--- config.mk ---
export PLATFORM = sky130hd
export DESIGN_NAME = accel_delta_trigger_capture
export DESIGN_NICKNAME = d
export VERILOG_FILES = /design/src/design/adtc_pkg.sv /design/src/design/adtc_ram.sv /design/src/design/adtc_lane.sv /design/src/design/adtc_merge.sv /design/src/design/accel_delta_trigger_capture.sv
export SDC_FILE = /design/constraint.sdc
export NUM_CORES = 2
export LEC_CHECK = 0
export ABC_AREA = 0
export ABC_CLOCK_PERIOD_IN_PS = 11200
export BUFFER_PORTS_ARGS = -buffer_cell sky130_fd_sc_hd__buf_2
export CAP_MARGIN = 20
export CORE_MARGIN = 2
export CORE_UTILIZATION = 40
export CTS_CLUSTER_SIZE = 30
export DETAILED_ROUTE_END_ITERATION = 16
export HOLD_SLACK_MARGIN = 0.05
export MAX_ROUTING_LAYER = met4
export PLACE_DENSITY = 0.67
export RECOVER_POWER = 50
export SLEW_MARGIN = 20
export SYNTH_ARGS = -nofsm -noshare
export SYNTH_HDL_FRONTEND = slang
export SYNTH_SLANG_ARGS = --single-unit
--- constraint.sdc ---
create_clock -name i_clk -period 11.2 [get_ports i_clk]
set_clock_uncertainty 0.15 [all_clocks]
set_input_delay 0.56 -clock i_clk [delete_from_list [all_inputs] [get_ports i_clk]]
set_output_delay 0.56 -clock i_clk [all_outputs]
set_load 0.03 [all_outputs]
--- src/design/adtc_pkg.sv ---
// shared types, constants and control structs for the accelerometer delta trigger
package adtc_pkg;

    localparam int NUM_AXES      = 3;
    localparam int SAMPLE_W      = 16;
    localparam int SUM_W         = 21;
    localparam int MAG30_W       = 20;
    localparam int CALIB_SAMPLES = 30;
    localparam int CALIB_CNT_W   = 5;
    localparam int BUF_DEPTH     = 64;
    localparam int BUF_AW        = 6;
    localparam int BUF_CNT_W     = 7;
    localparam int ENTRY_W       = NUM_AXES * SAMPLE_W;

    // floor(2^24 / 30), quotient may come out one low and is corrected
    localparam int          RECIP30_SHIFT = 24;
    localparam logic [19:0] RECIP30       = 20'd559240;
    // floor(2^20 / 3)
    localparam int          RECIP3_SHIFT  = 20;
    localparam logic [18:0] RECIP3        = 19'd349525;

    typedef logic signed [SAMPLE_W-1:0] t_sample;

    typedef enum logic [3:0] {
        S_IDLE,
        S_EXEC,
        S_DIV_MUL,
        S_DIV_FIX,
        S_MRG_MUL,
        S_MRG_FIX,
        S_RESULT,
        S_DUMP_RD,
        S_DUMP_OUT
    } t_state;

    typedef struct packed {
        logic load_prev;
        logic accum;
        logic div_mul;
        logic div_fix;
    } t_lane_ctl;

    typedef struct packed {
        logic mul;
        logic fix;
    } t_mrg_ctl;

endpackage

--- src/design/adtc_ram.sv ---
// generic single write port ram with registered read
module adtc_ram #(
    parameter int WIDTH = 48,
    parameter int DEPTH = 64
) (
    input  logic                     i_clk,
    input  logic                     i_we,
    input  logic [$clog2(DEPTH)-1:0] i_waddr,
    input  logic [WIDTH-1:0]         i_wdata,
    input  logic                     i_re,
    input  logic [$clog2(DEPTH)-1:0] i_raddr,
    output logic [WIDTH-1:0]         o_rdata
);

    logic [WIDTH-1:0] r_mem [DEPTH];
    logic [WIDTH-1:0] r_rdata;

    always_ff @(posedge i_clk) begin
        if (i_we) begin
            r_mem[i_waddr] <= i_wdata;
        end
        if (i_re) begin
            r_rdata <= r_mem[i_raddr];
        end
    end

    assign o_rdata = r_rdata;

endmodule

--- src/design/adtc_lane.sv ---
// one axis lane: previous sample, delta compare, calibration sum and divide by 30
module adtc_lane (
    input  logic                i_clk,
    input  logic                i_rst_n,
    input  adtc_pkg::t_lane_ctl i_ctl,
    input  adtc_pkg::t_sample   i_sample,
    input  adtc_pkg::t_sample   i_threshold,
    output logic                o_moved,
    output adtc_pkg::t_sample   o_quot
);
    import adtc_pkg::*;

    logic signed [SAMPLE_W-1:0]  r_prev;
    logic signed [SUM_W-1:0]     r_sum;
    logic signed [SUM_W-1:0]     n_sum;
    logic signed [SUM_W-1:0]     w_neg_sum;
    logic [MAG30_W-1:0]          w_mag;
    logic [MAG30_W-1:0]          r_mag;
    logic                        r_neg;
    logic [2*MAG30_W-1:0]        r_prod;
    logic [SAMPLE_W-1:0]         w_q0;
    logic [MAG30_W:0]            w_q0_ext;
    logic [MAG30_W:0]            w_q0x30;
    logic [MAG30_W:0]            w_rem;
    logic [SAMPLE_W:0]           w_q;
    logic [SAMPLE_W:0]           w_sq;
    logic signed [SAMPLE_W-1:0]  r_quot;
    logic signed [SAMPLE_W:0]    w_delta;
    logic signed [SAMPLE_W:0]    w_thr;
    logic signed [SAMPLE_W:0]    w_nthr;

    // delta against previous sample, exact in 17 bits
    assign w_delta = {r_prev[SAMPLE_W-1], r_prev} - {i_sample[SAMPLE_W-1], i_sample};
    assign w_thr   = {i_threshold[SAMPLE_W-1], i_threshold};
    assign w_nthr  = -w_thr;
    assign o_moved = (w_delta > w_thr) || (w_delta < w_nthr);

    assign n_sum = r_sum + {{(SUM_W-SAMPLE_W){i_sample[SAMPLE_W-1]}}, i_sample};

    // magnitude of the sum fits 20 bits
    assign w_neg_sum = -r_sum;
    assign w_mag = r_sum[SUM_W-1] ? w_neg_sum[MAG30_W-1:0] : r_sum[MAG30_W-1:0];

    // correction step of the reciprocal divide
    assign w_q0     = r_prod[RECIP30_SHIFT +: SAMPLE_W];
    assign w_q0_ext = {{(MAG30_W+1-SAMPLE_W){1'b0}}, w_q0};
    assign w_q0x30  = (w_q0_ext << 5) - (w_q0_ext << 1);
    assign w_rem    = {1'b0, r_mag} - w_q0x30;
    assign w_q      = {1'b0, w_q0}
                    + (SAMPLE_W+1)'(w_rem >= (MAG30_W+1)'(CALIB_SAMPLES));
    assign w_sq     = r_neg ? -w_q : w_q;

    always_ff @(posedge i_clk) begin
        if (!i_rst_n) begin
            r_sum <= '0;
        end else if (i_ctl.accum) begin
            r_sum <= n_sum;
        end
    end

    always_ff @(posedge i_clk) begin
        if (i_ctl.load_prev) begin
            r_prev <= i_sample;
        end
        if (i_ctl.div_mul) begin
            r_prod <= w_mag * RECIP30;
            r_mag  <= w_mag;
            r_neg  <= r_sum[SUM_W-1];
        end
        if (i_ctl.div_fix) begin
            r_quot <= w_sq[SAMPLE_W-1:0];
        end
    end

    assign o_quot = r_quot;

endmodule

--- src/design/adtc_merge.sv ---
// merges lane results: any-axis motion and threshold as mean of the axis means
module adtc_merge (
    input  logic                            i_clk,
    input  logic                            i_rst_n,
    input  adtc_pkg::t_mrg_ctl              i_ctl,
    input  adtc_pkg::t_sample               i_quot [adtc_pkg::NUM_AXES],
    input  logic [adtc_pkg::NUM_AXES-1:0]   i_moved,
    output logic                            o_moved,
    output adtc_pkg::t_sample               o_threshold
);
    import adtc_pkg::*;

    localparam int TSUM_W = SAMPLE_W + 2;
    localparam int TMAG_W = SAMPLE_W + 1;
    localparam int RCP_W  = 19;

    logic signed [TSUM_W-1:0]    w_sum;
    logic signed [TSUM_W-1:0]    w_neg_sum;
    logic [TMAG_W-1:0]           w_mag;
    logic [TMAG_W-1:0]           r_mag;
    logic                        r_neg;
    logic [TMAG_W+RCP_W-1:0]     r_prod;
    logic [SAMPLE_W-1:0]         w_q0;
    logic [TSUM_W-1:0]           w_q0_ext;
    logic [TSUM_W-1:0]           w_q0x3;
    logic [TSUM_W-1:0]           w_rem;
    logic [SAMPLE_W:0]           w_q;
    logic [SAMPLE_W:0]           w_sq;
    logic signed [SAMPLE_W-1:0]  r_thr;

    assign o_moved = |i_moved;

    always_comb begin
        w_sum = '0;
        for (int a = 0; a < NUM_AXES; a++) begin
            w_sum = w_sum + {{(TSUM_W-SAMPLE_W){i_quot[a][SAMPLE_W-1]}}, i_quot[a]};
        end
    end

    assign w_neg_sum = -w_sum;
    assign w_mag = w_sum[TSUM_W-1] ? w_neg_sum[TMAG_W-1:0] : w_sum[TMAG_W-1:0];

    assign w_q0     = r_prod[RECIP3_SHIFT +: SAMPLE_W];
    assign w_q0_ext = {{(TSUM_W-SAMPLE_W){1'b0}}, w_q0};
    assign w_q0x3   = (w_q0_ext << 1) + w_q0_ext;
    assign w_rem    = {1'b0, r_mag} - w_q0x3;
    assign w_q      = {1'b0, w_q0} + (SAMPLE_W+1)'(w_rem >= TSUM_W'(NUM_AXES));
    assign w_sq     = r_neg ? -w_q : w_q;

    always_ff @(posedge i_clk) begin
        if (i_ctl.mul) begin
            r_prod <= w_mag * RECIP3;
            r_mag  <= w_mag;
            r_neg  <= w_sum[TSUM_W-1];
        end
    end

    always_ff @(posedge i_clk) begin
        if (!i_rst_n) begin
            r_thr <= '0;
        end else if (i_ctl.fix) begin
            r_thr <= w_sq[SAMPLE_W-1:0];
        end
    end

    assign o_threshold = r_thr;

endmodule

--- src/design/accel_delta_trigger_capture.sv ---
// top level: accelerometer delta trigger with pre/post trigger capture buffer
// an accepted input passes the exec state, then the result state, which waits for the output
// register to be free; the sample that closes calibration goes through the divide by 30 then
// by 3 (multiply, then correct, each) first, and a dump reads each entry from the ram, then loads
// it into the output register; a new input is accepted only in idle, once all results are loaded
// reset: sync active low, clears flags, counters, sums and threshold but not the buffer
module accel_delta_trigger_capture #(
    parameter int PRE_DEPTH  = 16,
    parameter int POST_DEPTH = 64
) (
    input  logic              i_clk,
    input  logic              i_rst_n,
    // input channel
    input  logic              i_in_valid,
    output logic              o_in_ready,
    input  adtc_pkg::t_sample i_accel_x,
    input  adtc_pkg::t_sample i_accel_y,
    input  adtc_pkg::t_sample i_accel_z,
    input  logic              i_clear_activity,
    // output channel
    output logic              o_out_valid,
    input  logic              i_out_ready,
    output logic              o_triggered,
    output logic              o_activity,
    output logic              o_calibrating,
    output adtc_pkg::t_sample o_threshold_now,
    output logic              o_is_dump,
    output adtc_pkg::t_sample o_dump_x,
    output adtc_pkg::t_sample o_dump_y,
    output adtc_pkg::t_sample o_dump_z,
    output logic              o_last_in_run
);
    import adtc_pkg::*;

    localparam logic [BUF_CNT_W-1:0] PRE_LIM  = BUF_CNT_W'(PRE_DEPTH);
    localparam logic [BUF_CNT_W-1:0] POST_LIM = BUF_CNT_W'(POST_DEPTH);

    // control state
    t_state                  r_state, n_state;
    logic                    r_seeded, n_seeded;
    logic [CALIB_CNT_W-1:0]  r_calib_cnt, n_calib_cnt;
    logic                    r_activity, n_activity;
    logic                    r_armed, n_armed;
    logic [BUF_AW-1:0]       r_head, n_head;
    logic [BUF_CNT_W-1:0]    r_count, n_count;
    logic                    r_trig, n_trig;
    logic                    r_calib_flag, n_calib_flag;
    logic [BUF_CNT_W-1:0]    r_dump_cnt, n_dump_cnt;
    logic [BUF_AW-1:0]       r_dump_idx, n_dump_idx;
    logic                    r_out_valid, n_out_valid;

    // payload registers
    t_sample                 r_sample [NUM_AXES];
    logic                    r_clr;
    logic                    r_out_triggered;
    logic                    r_out_activity;
    logic                    r_out_calibrating;
    t_sample                 r_out_threshold;
    logic                    r_out_is_dump;
    t_sample                 r_out_dump [NUM_AXES];
    logic                    r_out_last;

    // lane and merge wiring
    t_lane_ctl               w_lane_ctl;
    t_mrg_ctl                w_mrg_ctl;
    logic [NUM_AXES-1:0]     w_moved;
    t_sample                 w_quot [NUM_AXES];
    logic                    w_any_moved;
    t_sample                 w_threshold;

    // history buffer wiring
    logic                    w_ram_we;
    logic [BUF_AW-1:0]       w_ram_waddr;
    logic [ENTRY_W-1:0]      w_ram_wdata;
    logic                    w_ram_re;
    logic [BUF_AW-1:0]       w_ram_raddr;
    logic [ENTRY_W-1:0]      w_ram_rdata;

    // combinational helpers
    logic                    w_accept;
    logic                    w_out_free;
    logic                    w_load_status;
    logic                    w_load_dump;
    logic                    w_dump_last;
    logic                    w_act_cleared;
    logic                    w_armed_new;
    logic [BUF_CNT_W-1:0]    w_limit;
    logic [BUF_CNT_W-1:0]    w_count_new;
    logic [BUF_AW-1:0]       w_head_new;

    assign o_in_ready    = (r_state == S_IDLE);
    assign w_accept      = i_in_valid && o_in_ready;
    assign w_out_free    = !r_out_valid || i_out_ready;
    assign w_act_cleared = r_clr ? 1'b0 : r_activity;
    assign w_dump_last   = ({1'b0, r_dump_idx} == (r_dump_cnt - BUF_CNT_W'(1)));

    // one lane per axis
    for (genvar a = 0; a < NUM_AXES; a++) begin : g_lane
        adtc_lane u_lane (
            .i_clk       (i_clk),
            .i_rst_n     (i_rst_n),
            .i_ctl       (w_lane_ctl),
            .i_sample    (r_sample[a]),
            .i_threshold (w_threshold),
            .o_moved     (w_moved[a]),
            .o_quot      (w_quot[a])
        );
    end

    adtc_merge u_merge (
        .i_clk       (i_clk),
        .i_rst_n     (i_rst_n),
        .i_ctl       (w_mrg_ctl),
        .i_quot      (w_quot),
        .i_moved     (w_moved),
        .o_moved     (w_any_moved),
        .o_threshold (w_threshold)
    );

    // circular history of samples, x in the low bits
    assign w_ram_wdata = {r_sample[2], r_sample[1], r_sample[0]};

    adtc_ram #(
        .WIDTH (ENTRY_W),
        .DEPTH (BUF_DEPTH)
    ) u_hist (
        .i_clk   (i_clk),
        .i_we    (w_ram_we),
        .i_waddr (w_ram_waddr),
        .i_wdata (w_ram_wdata),
        .i_re    (w_ram_re),
        .i_raddr (w_ram_raddr),
        .o_rdata (w_ram_rdata)
    );

    // sequencer: next state and datapath controls
    always_comb begin
        n_state       = r_state;
        n_seeded      = r_seeded;
        n_calib_cnt   = r_calib_cnt;
        n_activity    = r_activity;
        n_armed       = r_armed;
        n_head        = r_head;
        n_count       = r_count;
        n_trig        = r_trig;
        n_calib_flag  = r_calib_flag;
        n_dump_cnt    = r_dump_cnt;
        n_dump_idx    = r_dump_idx;
        w_lane_ctl    = '0;
        w_mrg_ctl     = '0;
        w_ram_we      = 1'b0;
        w_ram_waddr   = r_head + r_count[BUF_AW-1:0];
        w_ram_re      = 1'b0;
        w_ram_raddr   = r_head + r_dump_idx;
        w_load_status = 1'b0;
        w_load_dump   = 1'b0;
        w_armed_new   = r_armed;
        w_limit       = PRE_LIM;
        w_count_new   = r_count;
        w_head_new    = r_head;

        case (r_state)
            S_IDLE: begin
                if (w_accept) begin
                    n_state = S_EXEC;
                end
            end
            S_EXEC: begin
                // clear request is honored before anything else
                n_activity = w_act_cleared;
                if (!r_seeded) begin
                    // first sample only seeds the previous-sample registers
                    w_lane_ctl.load_prev = 1'b1;
                    n_seeded             = 1'b1;
                    n_calib_flag         = 1'b1;
                    n_trig               = 1'b0;
                    n_state              = S_RESULT;
                end else if (r_calib_cnt < CALIB_CNT_W'(CALIB_SAMPLES)) begin
                    w_lane_ctl.accum = 1'b1;
                    n_calib_cnt      = r_calib_cnt + CALIB_CNT_W'(1);
                    n_calib_flag     = 1'b1;
                    n_trig           = 1'b0;
                    if (r_calib_cnt == CALIB_CNT_W'(CALIB_SAMPLES - 1)) begin
                        n_state = S_DIV_MUL;
                    end else begin
                        n_state = S_RESULT;
                    end
                end else begin
                    n_calib_flag = 1'b0;
                    n_trig       = 1'b0;
                    if (w_any_moved && !w_act_cleared) begin
                        n_activity  = 1'b1;
                        w_armed_new = 1'b1;
                        n_trig      = 1'b1;
                    end
                    w_lane_ctl.load_prev = 1'b1;
                    // push sample, dropping the oldest when full
                    w_ram_we = 1'b1;
                    w_limit  = w_armed_new ? POST_LIM : PRE_LIM;
                    if (r_count >= w_limit) begin
                        w_head_new = r_head + BUF_AW'(1);
                    end else begin
                        w_count_new = r_count + BUF_CNT_W'(1);
                    end
                    n_head = w_head_new;
                    if (w_armed_new && (w_count_new >= w_limit)) begin
                        // post-trigger window filled: dump and empty the buffer
                        n_dump_cnt = w_count_new;
                        n_dump_idx = '0;
                        n_count    = '0;
                        n_armed    = 1'b0;
                        n_state    = S_DUMP_RD;
                    end else begin
                        n_count = w_count_new;
                        n_armed = w_armed_new;
                        n_state = S_RESULT;
                    end
                end
            end
            S_DIV_MUL: begin
                w_lane_ctl.div_mul = 1'b1;
                n_state            = S_DIV_FIX;
            end
            S_DIV_FIX: begin
                w_lane_ctl.div_fix = 1'b1;
                n_state            = S_MRG_MUL;
            end
            S_MRG_MUL: begin
                w_mrg_ctl.mul = 1'b1;
                n_state       = S_MRG_FIX;
            end
            S_MRG_FIX: begin
                w_mrg_ctl.fix = 1'b1;
                n_state       = S_RESULT;
            end
            S_RESULT: begin
                if (w_out_free) begin
                    w_load_status = 1'b1;
                    n_state       = S_IDLE;
                end
            end
            S_DUMP_RD: begin
                w_ram_re = 1'b1;
                n_state  = S_DUMP_OUT;
            end
            S_DUMP_OUT: begin
                if (w_out_free) begin
                    w_load_dump = 1'b1;
                    n_dump_idx  = r_dump_idx + BUF_AW'(1);
                    if (w_dump_last) begin
                        n_state = S_IDLE;
                    end else begin
                        n_state = S_DUMP_RD;
                    end
                end
            end
            default: begin
                n_state = S_IDLE;
            end
        endcase

        // output register handshake
        if (w_load_status || w_load_dump) begin
            n_out_valid = 1'b1;
        end else if (i_out_ready) begin
            n_out_valid = 1'b0;
        end else begin
            n_out_valid = r_out_valid;
        end
    end

    always_ff @(posedge i_clk) begin
        if (!i_rst_n) begin
            r_state      <= S_IDLE;
            r_seeded     <= 1'b0;
            r_calib_cnt  <= '0;
            r_activity   <= 1'b0;
            r_armed      <= 1'b0;
            r_head       <= '0;
            r_count      <= '0;
            r_trig       <= 1'b0;
            r_calib_flag <= 1'b0;
            r_dump_cnt   <= '0;
            r_dump_idx   <= '0;
            r_out_valid  <= 1'b0;
        end else begin
            r_state      <= n_state;
            r_seeded     <= n_seeded;
            r_calib_cnt  <= n_calib_cnt;
            r_activity   <= n_activity;
            r_armed      <= n_armed;
            r_head       <= n_head;
            r_count      <= n_count;
            r_trig       <= n_trig;
            r_calib_flag <= n_calib_flag;
            r_dump_cnt   <= n_dump_cnt;
            r_dump_idx   <= n_dump_idx;
            r_out_valid  <= n_out_valid;
        end
    end

    // input capture
    always_ff @(posedge i_clk) begin
        if (w_accept) begin
            r_sample[0] <= i_accel_x;
            r_sample[1] <= i_accel_y;
            r_sample[2] <= i_accel_z;
            r_clr       <= i_clear_activity;
        end
    end

    // output payload, status fields shared by every result of one transaction
    always_ff @(posedge i_clk) begin
        if (w_load_status || w_load_dump) begin
            r_out_triggered   <= r_trig;
            r_out_activity    <= r_activity;
            r_out_calibrating <= r_calib_flag;
            r_out_threshold   <= r_calib_flag ? '0 : w_threshold;
        end
        if (w_load_status) begin
            r_out_is_dump <= 1'b0;
            r_out_last    <= 1'b1;
            for (int a = 0; a < NUM_AXES; a++) begin
                r_out_dump[a] <= '0;
            end
        end else if (w_load_dump) begin
            r_out_is_dump <= 1'b1;
            r_out_last    <= w_dump_last;
            for (int a = 0; a < NUM_AXES; a++) begin
                r_out_dump[a] <= w_ram_rdata[a*SAMPLE_W +: SAMPLE_W];
            end
        end
    end

    assign o_out_valid     = r_out_valid;
    assign o_triggered     = r_out_triggered;
    assign o_activity      = r_out_activity;
    assign o_calibrating   = r_out_calibrating;
    assign o_threshold_now = r_out_threshold;
    assign o_is_dump       = r_out_is_dump;
    assign o_dump_x        = r_out_dump[0];
    assign o_dump_y        = r_out_dump[1];
    assign o_dump_z        = r_out_dump[2];
    assign o_last_in_run   = r_out_last;

endmodule

# Yosys cells after proc, flatten, opt, wreduce, memory -nomap -nowiden
# Memories as Yosys holds them, arrays and structs flattened. A register that Yosys moved wholly into a read port is not among the register bits.
# Cells that the tools add are included.
[word_totals]
input_bits = 53
out_inout_bits = 71
n_memories = 3
ram_bits = 3168
elab_cells = 207
register_bits = 466
[op_classes]
mul = 4
bitwise = 4
addsub = 36
mux = 70
order_cmp = 13
n_eq_ne = 16
reduce_logical = 20
[mem_list]
columns = ["memory", "words", "width", "rd", "rd_clocked_by_memory_dff", "wr", "line", "rtl"]
rows = [
  ["u_hist.r_mem", 64, 48, 1, 1, 1, "adtc_ram.sv:15", "logic [WIDTH-1:0] r_mem [DEPTH];"],
  ["r_out_dump", 3, 16, 3, 0, 3, "accel_delta_trigger_capture.sv:60", "t_sample r_out_dump [NUM_AXES];"],
  ["r_sample", 3, 16, 3, 0, 3, "accel_delta_trigger_capture.sv:53", "t_sample r_sample [NUM_AXES];"],
]
[ops]
columns = ["op", "count"]
rows = [
  ["16-bit 2-to-1 mux", 7],
  ["20-bit by 17-bit multiplier with 37-bit output, second input constant", 3],
  ["16-bit by 1-bit adder with 16-bit output", 4],
  ["16-bit negator", 4],
  ["21-bit adder", 3],
  ["21-bit by 5-bit >= comparator with 1-bit output, second input constant", 3],
  ["20-bit by 21-bit subtractor with 21-bit output", 3],
  ["21-bit by 17-bit subtractor with 21-bit output", 3],
  ["20-bit 2-to-1 mux", 3],
  ["20-bit negator", 3],
  ["17-bit by 16-bit greater-than comparator with 1-bit output", 3],
  ["17-bit < comparator", 3],
  ["16-bit by 16-bit subtractor with 17-bit output", 3],
  ["7-bit 2-to-1 mux", 6],
  ["1-bit 2-to-1 mux", 39],
  ["17-bit by 16-bit adder with 18-bit output", 2],
  ["17-bit by 19-bit multiplier with 36-bit output, second input constant", 1],
  ["4-bit case mux with 9 select lines", 1],
  ["6-bit 2-to-1 mux", 4],
  ["4-bit 2-to-1 mux", 5],
  ["18-bit by 2-bit >= comparator with 1-bit output, second input constant", 1],
  ["17-bit by 18-bit subtractor with 18-bit output", 1],
  ["16-bit by 16-bit adder with 17-bit output", 1],
  ["17-bit 2-to-1 mux", 1],
  ["31 further kinds", 56],
]

# Depth between registers and ports, before layout
# An unclocked memory read counts as a cell.
[depth]
ltp_word = 22
depth_mapped = 40
mapped_depth_nobuf = 39

# Modules after synthesis
# Synthesis repeated with hierarchy kept, for this count alone.
[unflattened]
hier_cells = 10073
hier_area_um2 = 166126.8
[modules_own_cells]
columns = ["module", "area_each_um2", "n_inst", "cells_each", "seq_area_each_um2"]
rows = [
  ["adtc_ram", 117600.3, 1, 4969, 93689.9],
  ["adtc_lane (g_lane[1].u_lane ...)", 10933.0, 2, 1208, 2492.4],
  ["adtc_lane (g_lane[0].u_lane)", 10880.4, 1, 1195, 2492.4],
  ["adtc_merge", 9098.7, 1, 977, 1341.3],
  ["accel_delta_trigger_capture", 6681.4, 1, 516, 4344.2],
]

# Worst setup path before layout
# OpenSTA, ideal clock, no wires.
[synth_timing]
path_kind = "flip-flop to flip-flop"
startpoint = "register r_state[1]"
endpoint = "register r_state[1]"
t_arrival_ns = 9.001
path_stages_with_launch = 8
n_path_buf = 1
synth_period_minus_slack_ns = 9.209
slack_ns = 1.991
required_ns = 10.992
setup_time_ns = 0.058
cell_sequence = "dfxtp_1 -> clkbuf_1 -> nand2b_1 -> nor3_1 -> nand2b_1 -> nor2_1 -> nor2_1 -> o21a_1"
[synth_between]
elab_chain_len = 4
word_cells_on_any_way = 15
classes_between = "11 x eq/ne; 1 x mux; 3 x reduce/logical"
[synth_rtl]
columns = ["item", "line", "rtl"]
rows = [
  ["start, declared", "accel_delta_trigger_capture.sv:39", "t_state r_state, n_state;"],
  ["start signal, assigned", "accel_delta_trigger_capture.sv:287", "r_state <= n_state;"],
  ["4-bit logical NOT", "accel_delta_trigger_capture.sv:91, accel_delta_trigger_capture.sv:162", ""],
  ["1-bit logical AND", "accel_delta_trigger_capture.sv:92", "assign w_accept = i_in_valid && o_in_ready;"],
  ["2-bit by 1-bit != test with 1-bit output (no source line)", "--", ""],
  ["3-bit AND reduction (no source line)", "--", ""],
]
# Parallel ways exist; a longest one is shown, timed or not.
# A chain may end at the register's enable or synchronous reset.

==> out/summary.md <==
The run finished, with violations left. The checks that failed: capacitance limit, slew limit. During I/O placement, the number of pins put on the boundary was 124. The run gives 441 mm as the total routed wirelength.

Setup repair after global routing left no endpoint under its margin. The path with the worst hold slack has its endpoint at g_lane[0].u_lane.r_sum[7]$_SDFFE_PN0P_. The tools report the remaining max-slew budget at the tightest pin as -1.70. The congestion estimate from routability-driven global placement came to 0.905. Once detail routing completed, the nets flagged for antenna violations numbered 0.

The clock tree synthesis step divided the H-tree into 5 levels. For the worst-skew pair, the clock arrives at the later sink with an insertion delay of 0.97 ns. The final routed wire length divided by cell count works out to 28.3 um.

Overall power consumption after layout is estimated at 0.0595 W. The data arrival time of the worst path was 11.11 ns. Counting every instance in the synthesized netlist gives 9415. After routing, the total negative slack on setup checks comes to 0 ns.

Setup violations remaining at the end of the flow were counted as 0. Power spread over the standard cell area amounts to 323 mW/mm^2. The final-stage net count came out at 10900. The number of hold violations in the final report was 0; the maximum vdd ir drop was 2.10 mV. The area growth from synthesis to layout is 12.4%. The half-perimeter wire length after placement is 266 mm. For this run, the leading register cell type out of synthesis is sky130_fd_sc_hd__edfxtp_1. The tools report the startpoint kind of the worst setup timing path as a flop.

The capture point of the worst reg-to-reg path was r_state[0]$_SDFFE_PN0P_. The global-route wire length before repair is 630 mm, and the number of storage elements in the synthesis netlist is 3599. The critical path in this run is classified as flop to flop.

The master cell of the clock root buffer was sky130_fd_sc_hd__clkbuf_16. The share of layout cells above drive strength 1 was 0.174; the DRC marker count from the first detailed-route iteration was 10900. The fraction of synthesis flops using an asynchronous set or reset pin was 0. Global routing finished with a remaining overflow of 0. The worst path meets setup with 0.747 ns of slack. Number of core rows: 234. Launch instance of the worst register-to-register path: r_sample[0][47]$_DFFE_PP_. The type of the tightest min-delay check was input port to flop. Stage delay of the slowest cell on the critical path: 2.57 ns. The initial antenna violation count was 38; the DRC violations left was 0.

Counting distinct cell types in the post-synthesis netlist gives 83. The core utilization of the finished layout is 0.452, and the setup fix buffers added after clock tree synthesis is 0. The worst-case register-to-register setup slack came out at 0.75 ns.

For this design, the sink count on the clock tree is 3599. The startpoint of the most critical setup path is r_sample[0][47]$_DFFE_PP_. The floorplan step set the die height to 644 um. The logs give 41 for the total of max-cap violations and 89500 for the overall via count from detail_route. The startpoint identified for the worst hold timing path is i_rst_n.

In the post-synthesis netlist, the cell with the most instances is sky130_fd_sc_hd__edfxtp_1. The cell depth of the worst hold path works out to 3. The post-layout minimum cycle time was 10.45 ns; the number of pins exceeding their max-slew limit in the final report was 2576. In this run, synthesis inferred 3477 flip-flops with an integrated enable. Counting the fill cells in the layout gives 34200. Number of global-route vias before repair: 90500. For this design the static power due to leakage is 62.9 nW. The slew at the pin closest to its max-slew limit is 4.06 ns, and the post-synthesis average cell area is 17.4 um^2. The sequential area share after synthesis is 0.653, and the standard cell core area is 0.407 mm^2.

Total area of multi-input combinational cells: 0.0536 mm^2. After synthesis, the most frequently instantiated cells are sky130_fd_sc_hd__edfxtp_1, sky130_fd_sc_hd__mux4_2, sky130_fd_sc_hd__ha_1, sky130_fd_sc_hd__inv_1, sky130_fd_sc_hd__nor2_1. Yosys printed 0 warnings. The maximum number of pins on one net before global-route repair was 145. The largest buffer count on any clock path was 4. By area the synthesized netlist is led by sky130_fd_sc_hd__edfxtp_1, sky130_fd_sc_hd__mux4_2, sky130_fd_sc_hd__ha_1.

In the routed layout, each cell is associated on average with a via count of 5.75. Synthesized netlist net count: 10500. Cell with the biggest individual delay on the critical path: sky130_fd_sc_hd__clkbuf_1.

For the global-route total usage across every layer, the log shows 0.216. Counting the buffers created by CTS gives 363. The area taken by flip-flops and latches is 0.107 mm^2, and the post-synth design cell area is 0.164 mm^2.

Before CTS, the worst setup slack after placement is 0.806 ns. The count of buffers inserted at the top-level ports works out to 123. TritonCTS built the clock tree. The die covers 0.414 mm^2.

The share of the cycle needed by the critical path after routing was 0.933; the path depth of the worst reg2reg path was 29. The die is 644 um wide. The share of the synthesized area in the top cell type came out at 0.638. The most numerous cell type found on the critical path is sky130_fd_sc_hd__ha_1.

Timing would allow up to 95.7 MHz. Clock-pin slew was measured on the worst setup and hold paths at 0.06 ns. Hold timing on the final database bottoms out at a slack of 0.177 ns.

The tools report the critical path capture point type as a flop. The starting density of the core is 0.402, and the data required time of the critical path is 11.86 ns. For this run, the detailed router's first-pass iteration total came to 6. The top cell type by total area after synthesis is sky130_fd_sc_hd__edfxtp_1. Along the worst path, the maximum fanout reaches 75.
## final cells by class
type	instances	share of cell area
flip-flops and latches	3599	0.581
multi-input cells	4805	0.291
clock buffers	443	0.0520
well taps	5428	0.0369
inverters	694	0.0142
repair buffers	364	0.0141
clock inverters	215	0.0103
diodes	23	0.000313
## through the flow
stage	instance area [um^2]	cells
final	184000	15600
after global routing	184000	15600
after CTS	184000	15500
after detailed placement	172000	14800
after global placement	172000	14800
after floorplan	164000	9415
## critical path: cells and delay by family (launching register included)
| family | cells | cell delay [ns] |
|---|---|---|
| buf+inv | 4 | 3.39 |
| compound gates | 10 | 2.68 |
| fa+ha+maj | 5 | 1.85 |
| simple gates | 8 | 1.35 |
| xor+xnor | 2 | 0.49 |
| flops | 1 | 0.36 |
## how the worst max path moves through the flow
stage | endpoint | slack, ns
finish | r_state[0]$_SDFFE_PN0P_ | 0.75
global route | r_state[0]$_SDFFE_PN0P_ | 0.12
CTS | u_merge.r_prod[35]$_DFFE_PP_ | 0.79
detailed placement | u_merge.r_prod[35]$_DFFE_PP_ | 0.81
global placement | u_merge.r_prod[35]$_DFFE_PP_ | 0.77
floorplan | r_state[1]$_SDFFE_PN0P_ | 1.99
## metal layers
metal | routed length (um) | vias up | track usage | part of all wire
met5 | 0 | - | - | 0
met4 | 19000 | 0 | 0.0790 | 0.043
met3 | 37400 | 738 | 0.0362 | 0.085
met2 | 213000 | 4057 | 0.349 | 0.48
met1 | 172000 | 46800 | 0.274 | 0.39
li1 | - | 37900 | - | -
## power breakdown
part	leakage [nW]	internal [W]	total, W	switching [W]
logic	25.1	0.0127	0.0302	0.0175
registers	32.3	0.0171	0.0174	0.000346
clock network	5.62	0.00673	0.0118	0.00512
## logic make-up (layout without fill, tap and decap cells)
| kind of cell | count (synthesis) | count (layout) | share of synthesized area |
|---|---|---|---|
| DFF | 3599 | 3599 | 0.653 |
| and+or+nand+nor | 1400 | 1400 | 0.0414 |
| muxes | 1030 | 1030 | 0.136 |
| buffers and inverters | 1011 | 1716 | 0.0232 |
| adders and majority gates | 1008 | 1008 | 0.0868 |
| AOI/OAI and AO/OA | 983 | 983 | 0.0388 |
| xor gates and xnor gates | 384 | 384 | 0.0205 |
| other | 0 | 23 | 0 |
## flip-flops by register name (all words and copies together), names as in the netlist, 15 cells and up
register,count
u_hist.r_mem,3072
g_lane.u_lane.r_sum,63
g_lane.u_lane.r_mag,60
g_lane.u_lane.o_quot,48
g_lane.u_lane.r_prev,48
g_lane.u_lane.r_prod,48
r_out_dump,48
r_sample,48
u_hist.o_rdata,48
u_merge.r_prod,18
o_threshold_now,16
u_merge.o_threshold,16
u_merge.r_mag,15
## what timing repair did
action                     CTS  global route
hold endpoints to repair    53             0
gates resized for setup      0             1
setup endpoints to repair    0             1
hold buffers                51             0
## layout by cell type, fill, tap and decap left out, types with 67 or more instances in the layout
| cell | Yosys | layout |
|---|---|---|
| sky130_fd_sc_hd__xor2_1 | 106 | 106 |
| sky130_fd_sc_hd__nand3_1 | 115 | 114 |
| sky130_fd_sc_hd__buf_4 | 0 | 125 |
| sky130_fd_sc_hd__dfxtp_1 | 122 | 122 |
| sky130_fd_sc_hd__clkbuf_1 | 238 | 204 |
| sky130_fd_sc_hd__and3_1 | 81 | 81 |
| sky130_fd_sc_hd__edfxtp_1 | 3477 | 3477 |
| sky130_fd_sc_hd__clkinv_2 | 0 | 70 |
| sky130_fd_sc_hd__mux4_2 | 960 | 960 |
| sky130_fd_sc_hd__clkbuf_16 | 0 | 371 |
| sky130_fd_sc_hd__fa_1 | 213 | 212 |
| sky130_fd_sc_hd__clkinv_1 | 1 | 77 |
| sky130_fd_sc_hd__mux2i_1 | 67 | 67 |
| sky130_fd_sc_hd__inv_1 | 693 | 692 |
| sky130_fd_sc_hd__ha_1 | 794 | 793 |
| sky130_fd_sc_hd__o21ai_0 | 192 | 192 |
| sky130_fd_sc_hd__a21oi_1 | 302 | 301 |
| sky130_fd_sc_hd__nor2_1 | 379 | 313 |
| sky130_fd_sc_hd__xnor2_1 | 278 | 273 |
| sky130_fd_sc_hd__nor2b_1 | 99 | 99 |
| sky130_fd_sc_hd__a211oi_1 | 90 | 89 |
| sky130_fd_sc_hd__nor3_1 | 104 | 104 |
| sky130_fd_sc_hd__nand2_1 | 345 | 345 |
| sky130_fd_sc_hd__a21o_1 | 88 | 88 |
Power figures use the tool's default switching activity.
